## config.mk

```make
export PLATFORM = sky130hd
export DESIGN_NAME = can_signal_extract_scale
export DESIGN_NICKNAME = d
export VERILOG_FILES = /design/src/rtl/cses_pkg.sv /design/src/rtl/can_signal_extract_scale.sv /design/src/rtl/cses_assemble.sv /design/src/rtl/cses_extract.sv /design/src/rtl/cses_f2fix.sv /design/src/rtl/cses_scale.sv
export SDC_FILE = /design/constraint.sdc
export NUM_CORES = 2
export LEC_CHECK = 0
export BUFFER_PORTS_ARGS = -buffer_cell sky130_fd_sc_hd__buf_2
export CORE_AREA = 2 2 385 387
export DETAILED_ROUTE_END_ITERATION = 12
export DIE_AREA = 0 0 387 389
export GPL_TIMING_DRIVEN = 0
export HOLD_SLACK_MARGIN = 0.02
export PLACE_DENSITY = 0.66
export SLEW_MARGIN = 5
export SYNTH_ARGS = -nofsm -noshare
export SYNTH_HDL_FRONTEND = slang
export SYNTH_SLANG_ARGS = --single-unit
```

## constraint.sdc

```tcl
create_clock -name clk_i -period 9.24 [get_ports clk_i]
set_input_delay 0.462 -clock clk_i [delete_from_list [all_inputs] [get_ports clk_i]]
set_output_delay 0.462 -clock clk_i [all_outputs]
set_load 0.01 [all_outputs]
```

## src/rtl/cses_pkg.sv

```systemverilog
// Shared types and constants for the CAN signal extract and scale block.
// Holds the register map, item structs and stage payload types.
// No dependencies.
package cses_pkg;

  localparam int unsigned FRACTION_BITS = 16;
  localparam int unsigned CFG_IDX_W     = 3;
  localparam int unsigned CFG_DATA_W    = 32;
  localparam int          FLT_BIAS_SHIFT = 150 - FRACTION_BITS;

  localparam logic [31:0] FULL_MASK = 32'hFFFF_FFFF;
  localparam logic signed [31:0] PHYS_MAX = 32'sh7FFF_FFFF;
  localparam logic signed [31:0] PHYS_MIN = 32'sh8000_0000;

  typedef enum logic [CFG_IDX_W-1:0] {
    REG_SIGNAL_ID    = 3'd0,
    REG_BYTE_ORDER   = 3'd1,
    REG_START_BIT    = 3'd2,
    REG_BIT_COUNT    = 3'd3,
    REG_VALUE_TYPE   = 3'd4,
    REG_SCALE_FACTOR = 3'd5,
    REG_SCALE_OFFSET = 3'd6
  } reg_idx_e;

  typedef enum logic [1:0] {
    VT_UNSIGNED = 2'd0,
    VT_SIGNED   = 2'd1,
    VT_FLOAT    = 2'd2,
    VT_NONE     = 2'd3
  } value_type_e;

  typedef struct packed {
    logic [10:0]        signal_id;
    logic               byte_order;
    logic [5:0]         start_bit;
    logic [5:0]         bit_count;
    value_type_e        value_type;
    logic signed [31:0] scale_factor;
    logic signed [31:0] scale_offset;
  } cfg_t;

  typedef struct packed {
    logic [10:0] frame_id;
    logic [3:0]  length;
    logic [63:0] payload;
  } in_item_t;

  typedef struct packed {
    logic               matched;
    logic [31:0]        raw_field;
    logic signed [31:0] physical_value;
  } out_item_t;

  typedef struct packed {
    logic        matched;
    logic [63:0] word;
  } asm_t;

  typedef struct packed {
    logic               matched;
    logic [31:0]        raw;
    logic signed [32:0] op;
  } ext_t;

  typedef struct packed {
    logic               matched;
    logic [31:0]        raw;
    logic signed [64:0] prod;
    logic signed [31:0] flt;
  } mul_t;

endpackage

```

## src/rtl/can_signal_extract_scale.sv

```systemverilog
// CAN signal extract and scale: top level with the register file and the
// four-stage pipeline. Depends on cses_pkg, cses_assemble, cses_extract, cses_scale.
//
// One received standard CAN frame enters per cycle unless backpressure
// holds the input, and yields exactly one result: matched, the raw bit
// field, and a saturated Q16.16 physical value. A frame whose identifier
// differs from signal_id, or any frame while value_type selects the unused
// code, yields an all-zero result. The block sustains one transfer per
// cycle in each direction while out_ready_i is high. Each result passes
// through the register stages in order: byte assembly, field extraction,
// 33x32 multiply with float conversion, and offset add with saturation into
// the output register. Backpressure stalls the stages that are full while
// empty stages keep filling. Write registers only while no frame is in flight.
module can_signal_extract_scale import cses_pkg::*; (
  input  logic                  clk_i,
  input  logic                  rst_ni,
  input  logic                  cfg_we_i,
  input  logic [CFG_IDX_W-1:0]  cfg_idx_i,
  input  logic [CFG_DATA_W-1:0] cfg_wdata_i,
  input  logic                  in_valid_i,
  output logic                  in_ready_o,
  input  in_item_t              in_item_i,
  output logic                  out_valid_o,
  input  logic                  out_ready_i,
  output out_item_t             out_item_o
);

  cfg_t cfg_q;
  logic asm_valid, asm_ready;
  asm_t asm_data;
  logic ext_valid, ext_ready;
  ext_t ext_data;

  always_ff @(posedge clk_i or negedge rst_ni) begin
    if (!rst_ni) begin
      cfg_q.signal_id    <= 11'd0;
      cfg_q.byte_order   <= 1'b0;
      cfg_q.start_bit    <= 6'd0;
      cfg_q.bit_count    <= 6'd16;
      cfg_q.value_type   <= VT_UNSIGNED;
      cfg_q.scale_factor <= 32'sd65536;
      cfg_q.scale_offset <= 32'sd0;
    end else if (cfg_we_i) begin
      case (reg_idx_e'(cfg_idx_i))
        REG_SIGNAL_ID:    cfg_q.signal_id    <= cfg_wdata_i[10:0];
        REG_BYTE_ORDER:   cfg_q.byte_order   <= cfg_wdata_i[0];
        REG_START_BIT:    cfg_q.start_bit    <= cfg_wdata_i[5:0];
        REG_BIT_COUNT:    cfg_q.bit_count    <= cfg_wdata_i[5:0];
        REG_VALUE_TYPE:   cfg_q.value_type   <= value_type_e'(cfg_wdata_i[1:0]);
        REG_SCALE_FACTOR: cfg_q.scale_factor <= $signed(cfg_wdata_i);
        REG_SCALE_OFFSET: cfg_q.scale_offset <= $signed(cfg_wdata_i);
        default: ;
      endcase
    end
  end

  cses_assemble u_assemble (
    .clk_i   (clk_i),
    .rst_ni  (rst_ni),
    .cfg_i   (cfg_q),
    .valid_i (in_valid_i),
    .ready_o (in_ready_o),
    .item_i  (in_item_i),
    .valid_o (asm_valid),
    .ready_i (asm_ready),
    .data_o  (asm_data)
  );

  cses_extract u_extract (
    .clk_i   (clk_i),
    .rst_ni  (rst_ni),
    .cfg_i   (cfg_q),
    .valid_i (asm_valid),
    .ready_o (asm_ready),
    .data_i  (asm_data),
    .valid_o (ext_valid),
    .ready_i (ext_ready),
    .data_o  (ext_data)
  );

  cses_scale u_scale (
    .clk_i   (clk_i),
    .rst_ni  (rst_ni),
    .cfg_i   (cfg_q),
    .valid_i (ext_valid),
    .ready_o (ext_ready),
    .data_i  (ext_data),
    .valid_o (out_valid_o),
    .ready_i (out_ready_i),
    .item_o  (out_item_o)
  );

endmodule

```

## src/rtl/cses_assemble.sv

```systemverilog
// Stage 1: identifier match and byte lane assembly into a 64-bit word.
// Depends on cses_pkg.
module cses_assemble import cses_pkg::*; (
  input  logic     clk_i,
  input  logic     rst_ni,
  input  cfg_t     cfg_i,
  input  logic     valid_i,
  output logic     ready_o,
  input  in_item_t item_i,
  output logic     valid_o,
  input  logic     ready_i,
  output asm_t     data_o
);

  logic       valid_q;
  asm_t       data_q, data_d;
  logic [3:0] len;
  logic [3:0] src [8];
  logic [3:0] pos [8];
  logic       hit [8];

  always_comb begin
    len = (item_i.length > 4'd8) ? 4'd8 : item_i.length;
    data_d.matched = (item_i.frame_id == cfg_i.signal_id) && (cfg_i.value_type != VT_NONE);
    for (int j = 0; j < 8; j++) begin
      if (cfg_i.byte_order == 1'b0) begin
        pos[j] = 4'(j);
        src[j] = 4'(j);
      end else begin
        pos[j] = 4'(j) ^ 4'd4;
        src[j] = len - 4'd1 - (4'(j) ^ 4'd4);
      end
      hit[j] = pos[j] < len;
      data_d.word[8*j +: 8] = hit[j] ? item_i.payload[{src[j][2:0], 3'b000} +: 8] : 8'd0;
    end
  end

  assign ready_o = !valid_q || ready_i;

  always_ff @(posedge clk_i or negedge rst_ni) begin
    if (!rst_ni) begin
      valid_q <= 1'b0;
    end else if (ready_o) begin
      valid_q <= valid_i;
    end
  end

  always_ff @(posedge clk_i) begin
    if (ready_o) begin
      data_q <= data_d;
    end
  end

  assign valid_o = valid_q;
  assign data_o  = data_q;

endmodule

```

## src/rtl/cses_extract.sv

```systemverilog
// Stage 2: bit field extraction, masking and sign extension of the operand.
// Depends on cses_pkg.
module cses_extract import cses_pkg::*; (
  input  logic clk_i,
  input  logic rst_ni,
  input  cfg_t cfg_i,
  input  logic valid_i,
  output logic ready_o,
  input  asm_t data_i,
  output logic valid_o,
  input  logic ready_i,
  output ext_t data_o
);

  logic        valid_q;
  ext_t        data_q, data_d;
  logic [5:0]  cnt;
  logic [63:0] sh_word;
  logic [31:0] mask;
  logic [31:0] ext;
  logic        sign_bit;

  always_comb begin
    cnt      = (cfg_i.bit_count > 6'd32) ? 6'd32 : cfg_i.bit_count;
    sh_word  = data_i.word >> cfg_i.start_bit;
    mask     = cnt[5] ? FULL_MASK : ((32'd1 << cnt[4:0]) - 32'd1);
    data_d.matched = data_i.matched;
    data_d.raw     = sh_word[31:0] & mask;
    sign_bit = data_d.raw[cnt[4:0] - 5'd1];
    if ((cfg_i.value_type == VT_SIGNED) && (cnt != 6'd0) && !cnt[5] && sign_bit) begin
      ext = data_d.raw | ~mask;
    end else begin
      ext = data_d.raw;
    end
    if (cfg_i.value_type == VT_SIGNED) begin
      data_d.op = {ext[31], ext};
    end else begin
      data_d.op = {1'b0, data_d.raw};
    end
  end

  assign ready_o = !valid_q || ready_i;

  always_ff @(posedge clk_i or negedge rst_ni) begin
    if (!rst_ni) begin
      valid_q <= 1'b0;
    end else if (ready_o) begin
      valid_q <= valid_i;
    end
  end

  always_ff @(posedge clk_i) begin
    if (ready_o) begin
      data_q <= data_d;
    end
  end

  assign valid_o = valid_q;
  assign data_o  = data_q;

endmodule

```

## src/rtl/cses_f2fix.sv

```systemverilog
// IEEE single to signed fixed point, truncating toward zero with saturation.
// Depends on cses_pkg.
module cses_f2fix import cses_pkg::*; (
  input  logic [31:0]        bits_i,
  output logic signed [31:0] fixed_o
);

  localparam logic signed [9:0] BIAS = 10'(FLT_BIAS_SHIFT);

  logic [7:0]        expo;
  logic [22:0]       frac;
  logic              neg;
  logic [23:0]       mant;
  logic signed [9:0] sh;
  logic [9:0]        nsh;
  logic [32:0]       mag;
  logic [32:0]       limit;
  logic [32:0]       neg_mag;
  logic              over;

  always_comb begin
    expo  = bits_i[30:23];
    frac  = bits_i[22:0];
    neg   = bits_i[31];
    mant  = {expo != 8'd0, frac};
    sh    = $signed({2'b00, expo}) - BIAS;
    nsh   = 10'(-sh);
    limit = neg ? 33'h0_8000_0000 : 33'h0_7FFF_FFFF;
    over  = 1'b0;
    mag   = '0;
    if (sh > 10'sd8) begin
      over = 1'b1;
    end else if (!sh[9]) begin
      mag = {9'd0, mant} << sh[3:0];
    end else if (nsh < 10'd24) begin
      mag = {9'd0, mant >> nsh[4:0]};
    end
    if (over || (mag > limit)) begin
      mag = limit;
    end
    neg_mag = ~mag + 33'd1;
    if (expo == 8'hFF) begin
      if (frac != 23'd0) begin
        fixed_o = '0;
      end else begin
        fixed_o = neg ? PHYS_MIN : PHYS_MAX;
      end
    end else begin
      fixed_o = neg ? $signed(neg_mag[31:0]) : $signed(mag[31:0]);
    end
  end

endmodule

```

## src/rtl/cses_scale.sv

```systemverilog
// Stages 3 and 4: multiply and float conversion, then offset, saturation
// and the output register. Depends on cses_pkg and cses_f2fix.
module cses_scale import cses_pkg::*; (
  input  logic      clk_i,
  input  logic      rst_ni,
  input  cfg_t      cfg_i,
  input  logic      valid_i,
  output logic      ready_o,
  input  ext_t      data_i,
  output logic      valid_o,
  input  logic      ready_i,
  output out_item_t item_o
);

  localparam logic signed [65:0] SUM_MAX = 66'sd2147483647;
  localparam logic signed [65:0] SUM_MIN = -66'sd2147483648;

  logic               mul_valid_q, out_valid_q;
  mul_t               mul_q, mul_d;
  out_item_t          out_q, out_d;
  logic               out_ready;
  logic signed [31:0] flt;
  logic signed [65:0] sum;
  logic signed [31:0] sat;

  cses_f2fix u_f2fix (
    .bits_i  (data_i.raw),
    .fixed_o (flt)
  );

  always_comb begin
    mul_d.matched = data_i.matched;
    mul_d.raw     = data_i.raw;
    mul_d.prod    = $signed(data_i.op) * $signed(cfg_i.scale_factor);
    mul_d.flt     = flt;
  end

  always_comb begin
    sum = $signed(mul_q.prod) + $signed(cfg_i.scale_offset);
    if (sum > SUM_MAX) begin
      sat = PHYS_MAX;
    end else if (sum < SUM_MIN) begin
      sat = PHYS_MIN;
    end else begin
      sat = $signed(sum[31:0]);
    end
    if (mul_q.matched) begin
      out_d.matched        = 1'b1;
      out_d.raw_field      = mul_q.raw;
      out_d.physical_value = (cfg_i.value_type == VT_FLOAT) ? mul_q.flt : sat;
    end else begin
      out_d = '0;
    end
  end

  assign out_ready = !out_valid_q || ready_i;
  assign ready_o   = !mul_valid_q || out_ready;

  always_ff @(posedge clk_i or negedge rst_ni) begin
    if (!rst_ni) begin
      mul_valid_q <= 1'b0;
      out_valid_q <= 1'b0;
    end else begin
      if (ready_o) begin
        mul_valid_q <= valid_i;
      end
      if (out_ready) begin
        out_valid_q <= mul_valid_q;
      end
    end
  end

  always_ff @(posedge clk_i) begin
    if (ready_o) begin
      mul_q <= mul_d;
    end
    if (out_ready) begin
      out_q <= out_d;
    end
  end

  assign valid_o = out_valid_q;
  assign item_o  = out_q;

endmodule

```

; ---- Yosys cells after proc, flatten, opt, wreduce, memory -nomap -nowiden
; Cells that the tools add are included.
[totals]
regBits = 420
[op_classes]
n_bitwise = 4
addsub = 14
shifts = 12
mux = 37
n_reduce_logical = 25
n_eq_ne = 11
mul = 1
magnitude_cmp = 16
[ops]
columns = operator, count
row1 = variable part select 64 x 7 -> 8 bit, 8
row2 = two-way mux 32 bit, 12
row3 = adder 65 x 32 -> 66 bit, 1
row4 = "> comparator 66 x 32 -> 1 bit, second input constant", 1
row5 = "less-than comparator 66 x 32 -> 1 bit, second input constant", 1
row6 = two-way mux 33 bit, 2
row7 = multiplier 33 x 32 -> 65 bit, 1
row8 = two-way mux 65 bit, 1
row9 = inverter 32 bit, 2
row10 = right shift 64 x 6 -> 32 bit, 1
row11 = two-way mux 3 bit, 16
row12 = > comparator 33 x 32 -> 1 bit, 1
row13 = << shifter 24 x 4 -> 33 bit, 1
row14 = "adder 32 x 1 -> 32 bit, second input constant", 1
row15 = bitwise AND 32 bit, 1
row16 = less-than comparator 3 x 4 -> 1 bit, 8
row17 = bitwise OR 32 bit, 1
row18 = "<< shifter 1 x 5 -> 32 bit, first input constant", 1
row19 = "subtractor 32 x 1 -> 32 bit, second input constant", 1
row20 = two-way mux 24 bit, 1
row21 = right shift 24 x 5 -> 24 bit, 1
row22 = nonzero test 23 bit, 1
row23 = AND reduction 2 bit, 7
row24 = "subtractor 3 bit, second input constant", 4
row25 = other kinds (28), 45

; ---- Longest topological paths before layout
[depth]
ltp_word = 13
ltp_mapped = 35
mapped_depth_nobuf = 30

; ---- Hierarchy
; Synthesis repeated with hierarchy kept, for this count alone.
[hier_totals]
cells_unflattened = 7603
hier_area_um2 = 72693.5
[by_module_without_submodules]
columns = module, cells_per_inst, area_each_um2, instances
row1 = cses_scale, 4961, 48141.2, 1
row2 = cses_extract, 1024, 9603.0, 1
row3 = cses_f2fix, 871, 6246.0, 1
row4 = cses_assemble, 551, 5313.8, 1
row5 = can_signal_extract_scale, 196, 3389.5, 1

; ---- Least setup slack after synthesis
; OpenSTA, ideal clock, no wires.
[synth_path]
path_kind = register to register
start = reg cfg_q[48] (netlist name)
end = reg u_scale.mul_q[91] (netlist name) (data pin)
path_stages_with_launch = 30
setup_time_ps = 265
t_arrival_ps = 7748
t_required_ps = 8975
synth_period_minus_slack_ps = 8013
slack_ps = 1227
cell_sequence = dfstp_2 -> clkbuf_1 -> clkbuf_1 -> nand2_1 -> fa_1 -> inv_1 -> fa_1 -> fa_1 -> inv_1 -> fa_1 -> fa_1 -> fa_1 -> inv_1 -> fa_1 -> inv_1 -> fa_1 -> inv_1 -> ha_1 -> a21o_1 -> a21oi_1 -> o21ai_0 -> a211oi_1 -> o31ai_1 -> a221o_1 -> o211ai_1 -> nand2_1 -> a221o_1 -> a221oi_1 -> o21ai_0 -> xor2_1
[synth_lines]
columns = element, line
row1 = "start, declared", can_signal_extract_scale.sv:28  ; cfg_t cfg_q;
row2 = "end signal, assigned", cses_scale.sv:75  ; mul_q <= mul_d;
row3 = "end, declared", cses_scale.sv:19  ; mul_t mul_q, mul_d;

==> out/qor.csv <==
stage;metric;value;unit
worst_setup_path;CP endpoint kind;register;
timing;slew of the pin with the lowest slew margin;1.28;ns
yosys;Yosys top cell by area;fa_1;
timing;setup slack after layout;0.0130;ns
worst_setup_path;crit path launch type;register;
yosys;Yosys top cell area share;0.318;
drt;vias per inst;5.98;
outcome;status;complete, no violations;
yosys;sequential share of the synthesized area;0.173;
flow_run;max cap viols;0;
drt;DRC Markers;0;
drt;total number of vias;58000;
yosys;Synth Cell Area;0.0700;mm2
floorplanning;Top Ports;186;
timing;clk_skew;0.0520;ns
clocking;Longest Clk Path Bufs;3;
grt;initial antenna violation count;18;
worst_setup_path;Crit Path Class;register to register;
layout;layout cell share with drive strength beyond 1;0.115;
grt;vias in the first global route;58500;
drt;drt first pass iters;7;
worst_setup_path;crit path DAT;9.56;ns
layout;final net count;9244;
timing;max-slew violation count;0;
worst_hold_path;HP Class;input pin to register;
drt;WL per Instance;28.4;um
drt;total routed wirelength;275000;um
timing;RSZ-0062 raised after global routing;true;
placement;DP Cell Count;9587;
yosys;Post-Syn Nets;9003;
clocking;TritonCTS clock tree;yes;
placement;Final GP Congestion;1.07;
grt;first-pass GRT wire length;402000;um
clocking;worst skew pair latency;0.64;ns
yosys;top cells by area, synth;fa_1 32%, edfxtp_1 14%, inv_1 6.5%, nand2_1 6.0%, ha_1 5.5%;
layout;Core Util, Final;0.517;
yosys;Post-synth EDFFs;326;
timing;Final period util;0.999;
worst_setup_path;Critical Path RT;9.58;ns
layout;Area growth, synth to finish;8.30;%
layout;Non-Filler Instances;9692;
yosys;Avg Inst Size Synth;9.38;um2
clocking;clock-pin slew on the worst setup and hold paths;0.06;ns
yosys;asr flop ratio synth;0.224;
timing;Hold Vio Cnt, Final;0;
yosys;synthesis-stage register bit count;420;
floorplanning;Initial Util;0.478;
placement;DP HPWL;227000;um
worst_setup_path;Max FO, Critical Path;10;
floorplanning;Die Y;389;um
floorplanning;total core area;0.147;mm2
timing;Max Clock Freq;108;MHz
placement;I/O Buffers;183;
drt;DRT iter0 DRCs;6061;
yosys;main flop type after synthesis;edfxtp_1;
yosys;Ys Warns;0;
yosys;Mapped Cells;7465;
clocking;# clock sinks;420;
clocking;Root Driver;clkbuf_16;
floorplanning;Core Rows;141;
floorplanning;Die W;387;um
grt;GRT overflow;0;
floorplanning;die area;0.151;mm2
timing;relative slew slack;0.141;
timing;Final Setup Violations;0;
yosys;post-synth cell types;101;
drt;Routed Antenna Nets;0;
timing;Final Critical Period;9.23;ns
clocking;TritonCTS Buffers;47;
grt;largest net degree at the start of global routing;66;
placement;dpl ws;-0.927;ns
grt;Total GRT Usage;0.367;
clocking;H-Tree Level Count;2;
[worst paths after layout]
path                                       start                   end  slack (ns)  cells after the start
max                         u_extract.data_o[29]     u_scale.mul_q[91]        0.01                     24
min                                   in_valid_i    u_assemble.valid_o        0.04                      2
max reg2reg                 u_extract.data_o[29]     u_scale.mul_q[91]        0.01                     24
min reg2reg                u_assemble.data_o[64]  u_extract.data_o[65]        0.42                      0
max in group asynchronous                 rst_ni             cfg_q[58]        8.05                      3
min in group asynchronous                 rst_ni   u_scale.mul_valid_q        0.36                      2
[sequential cells by signal, summed over array words and instances, names as in the netlist]
name and flops:
u_scale.mul_q 130, u_assemble.valid_o 1, cfg_q 90, u_assemble.data_o 65, u_scale.item_o 65, u_extract.data_o 66, u_extract.valid_o 1, u_scale.valid_o 1
u_scale.mul_valid_q 1
[stage by stage]
step / cell area, um2 / TNS, ns / hold WS, ns
floorplan: 70000 / 0 / 0.166
global placement: 73400 / -12.96 / 0.407
detailed placement: 73600 / -12.67 / 0.405
CTS: 75500 / -0.0298 / 0.0214
global route: 75800 / -0.224 / 0.0421
finish: 75800 / 0 / 0.0374
[cell families (layout without fill, tap and decap cells)]
| family | after synthesis | after routing | share of synthesized area |
|---|---|---|---|
| AOI/OAI and AO/OA | 1093 | 1093 | 0.105 |
| buffers and inverters | 1664 | 1944 | 0.0908 |
| other | 0 | 17 | 0 |
| xor gates and xnor gates | 152 | 152 | 0.0190 |
| adders and majority gates | 1419 | 1419 | 0.373 |
| muxes | 418 | 418 | 0.0841 |
| DFF | 420 | 420 | 0.173 |
| and+or+nand+nor | 2299 | 2299 | 0.154 |
[cell type report]
type                       count  area [um2]
multi-input combinational   5381       51700
clock inverter                31         474
fill                       13700       70800
tap                         1930        2410
antenna                       17        42.5
buffer                       429        1980
clock buffer                  57        1270
sequential                   420       12200
inverter                    1222        4600
timing repair buffer         205        1230
[Yosys cell counts (all sizes together) (15+ instances only)]
cell type and number:
xor2 53, nand2b 73, edfxtp 326, mux2i 173, nand4 58, a211oi 89
o21a 31, o211ai 37, nor2 302, mux4 124, nand2 1126, o21bai 20
o31ai 20, nor2b 32, a21o 91, fa 1113, o21ai 198, mux2 121
ha 306, xnor2 99, a31oi 73, o22ai 50, or2 15, a21oi 275
clkbuf 366, buf 76, dfrtp 92, inv 1217, nand3 61, nor3 73
and2 429, a31o 32, nor4 26, and3 27, or3 20
[worst max-delay path, stage by stage, from the launching register on]
cell	delay [ns]
edfxtp_1	0.66
clkbuf_1	0.64
and2_1	0.26
fa_1	0.53
fa_1	0.59
fa_1	0.55
inv_1	0.05
fa_1	0.48
fa_1	0.51
fa_1	0.49
inv_1	0.05
fa_1	0.50
fa_1	0.79
ha_1	0.37
a21o_1	0.18
a21oi_1	0.18
o21ai_0	0.11
a21o_1	0.19
a221o_1	0.36
o211ai_1	0.22
nand2_1	0.14
a221o_1	0.38
a221oi_2	0.35
o21ai_0	0.17
xor2_1	0.17
[repair_timing]
action	in CTS	in global routing
hold endpoints to repair	29	0
hold buffers	1	0
endpoints found under the setup margin	36	26
pin swaps	0	1
buffers inserted	4	7
gates resized for setup	126	217
[cells in the final DEF, fill, tap and decap left out, types with 19 or more instances in the layout]
| cell type | synthesis | layout |
|---|---|---|
| o22ai_2 | 30 | 30 |
| a21o_1 | 91 | 91 |
| nand2b_1 | 73 | 73 |
| mux2_2 | 120 | 120 |
| mux4_2 | 124 | 124 |
| o21ai_0 | 183 | 181 |
| nand2_1 | 1126 | 1125 |
| clkbuf_2 | 1 | 118 |
| nand3_1 | 61 | 60 |
| and2_1 | 427 | 427 |
| buf_4 | 8 | 21 |
| a211oi_1 | 88 | 87 |
| a21oi_1 | 275 | 275 |
| o21a_1 | 31 | 31 |
| nand4_1 | 58 | 58 |
| a31oi_1 | 73 | 72 |
| inv_1 | 1216 | 1213 |
| o31ai_1 | 20 | 20 |
| xor2_1 | 53 | 53 |
| mux2i_1 | 173 | 173 |
| clkbuf_1 | 365 | 203 |
| dfrtp_1 | 92 | 74 |
| nor4_1 | 22 | 22 |
| edfxtp_1 | 326 | 326 |
| o22ai_1 | 20 | 20 |
| and3_1 | 27 | 27 |
| fa_1 | 1113 | 1107 |
| clkbuf_4 | 0 | 23 |
| a31o_2 | 32 | 32 |
| or3_1 | 20 | 20 |
| ha_1 | 306 | 305 |
| nor3_1 | 71 | 71 |
| buf_2 | 45 | 242 |
| o21bai_1 | 20 | 20 |
| xnor2_1 | 99 | 99 |
| nor2b_1 | 32 | 31 |
| clkbuf_16 | 0 | 49 |
| o211ai_1 | 37 | 37 |
| nor2_1 | 302 | 300 |
| buf_1 | 20 | 19 |
[metal layers]
layer,GRT usage,vias up,routed length (um)
li1,-,24800,-
met1,0.485,29200,110000
met2,0.544,3339,117000
met3,0.126,631,32600
met4,0.167,2,15600
met5,0.00702,-,147
Power is left out: the tool's default activity adds up to more than one toggle a clock period on the data nets, which glitch-free logic cannot reach.
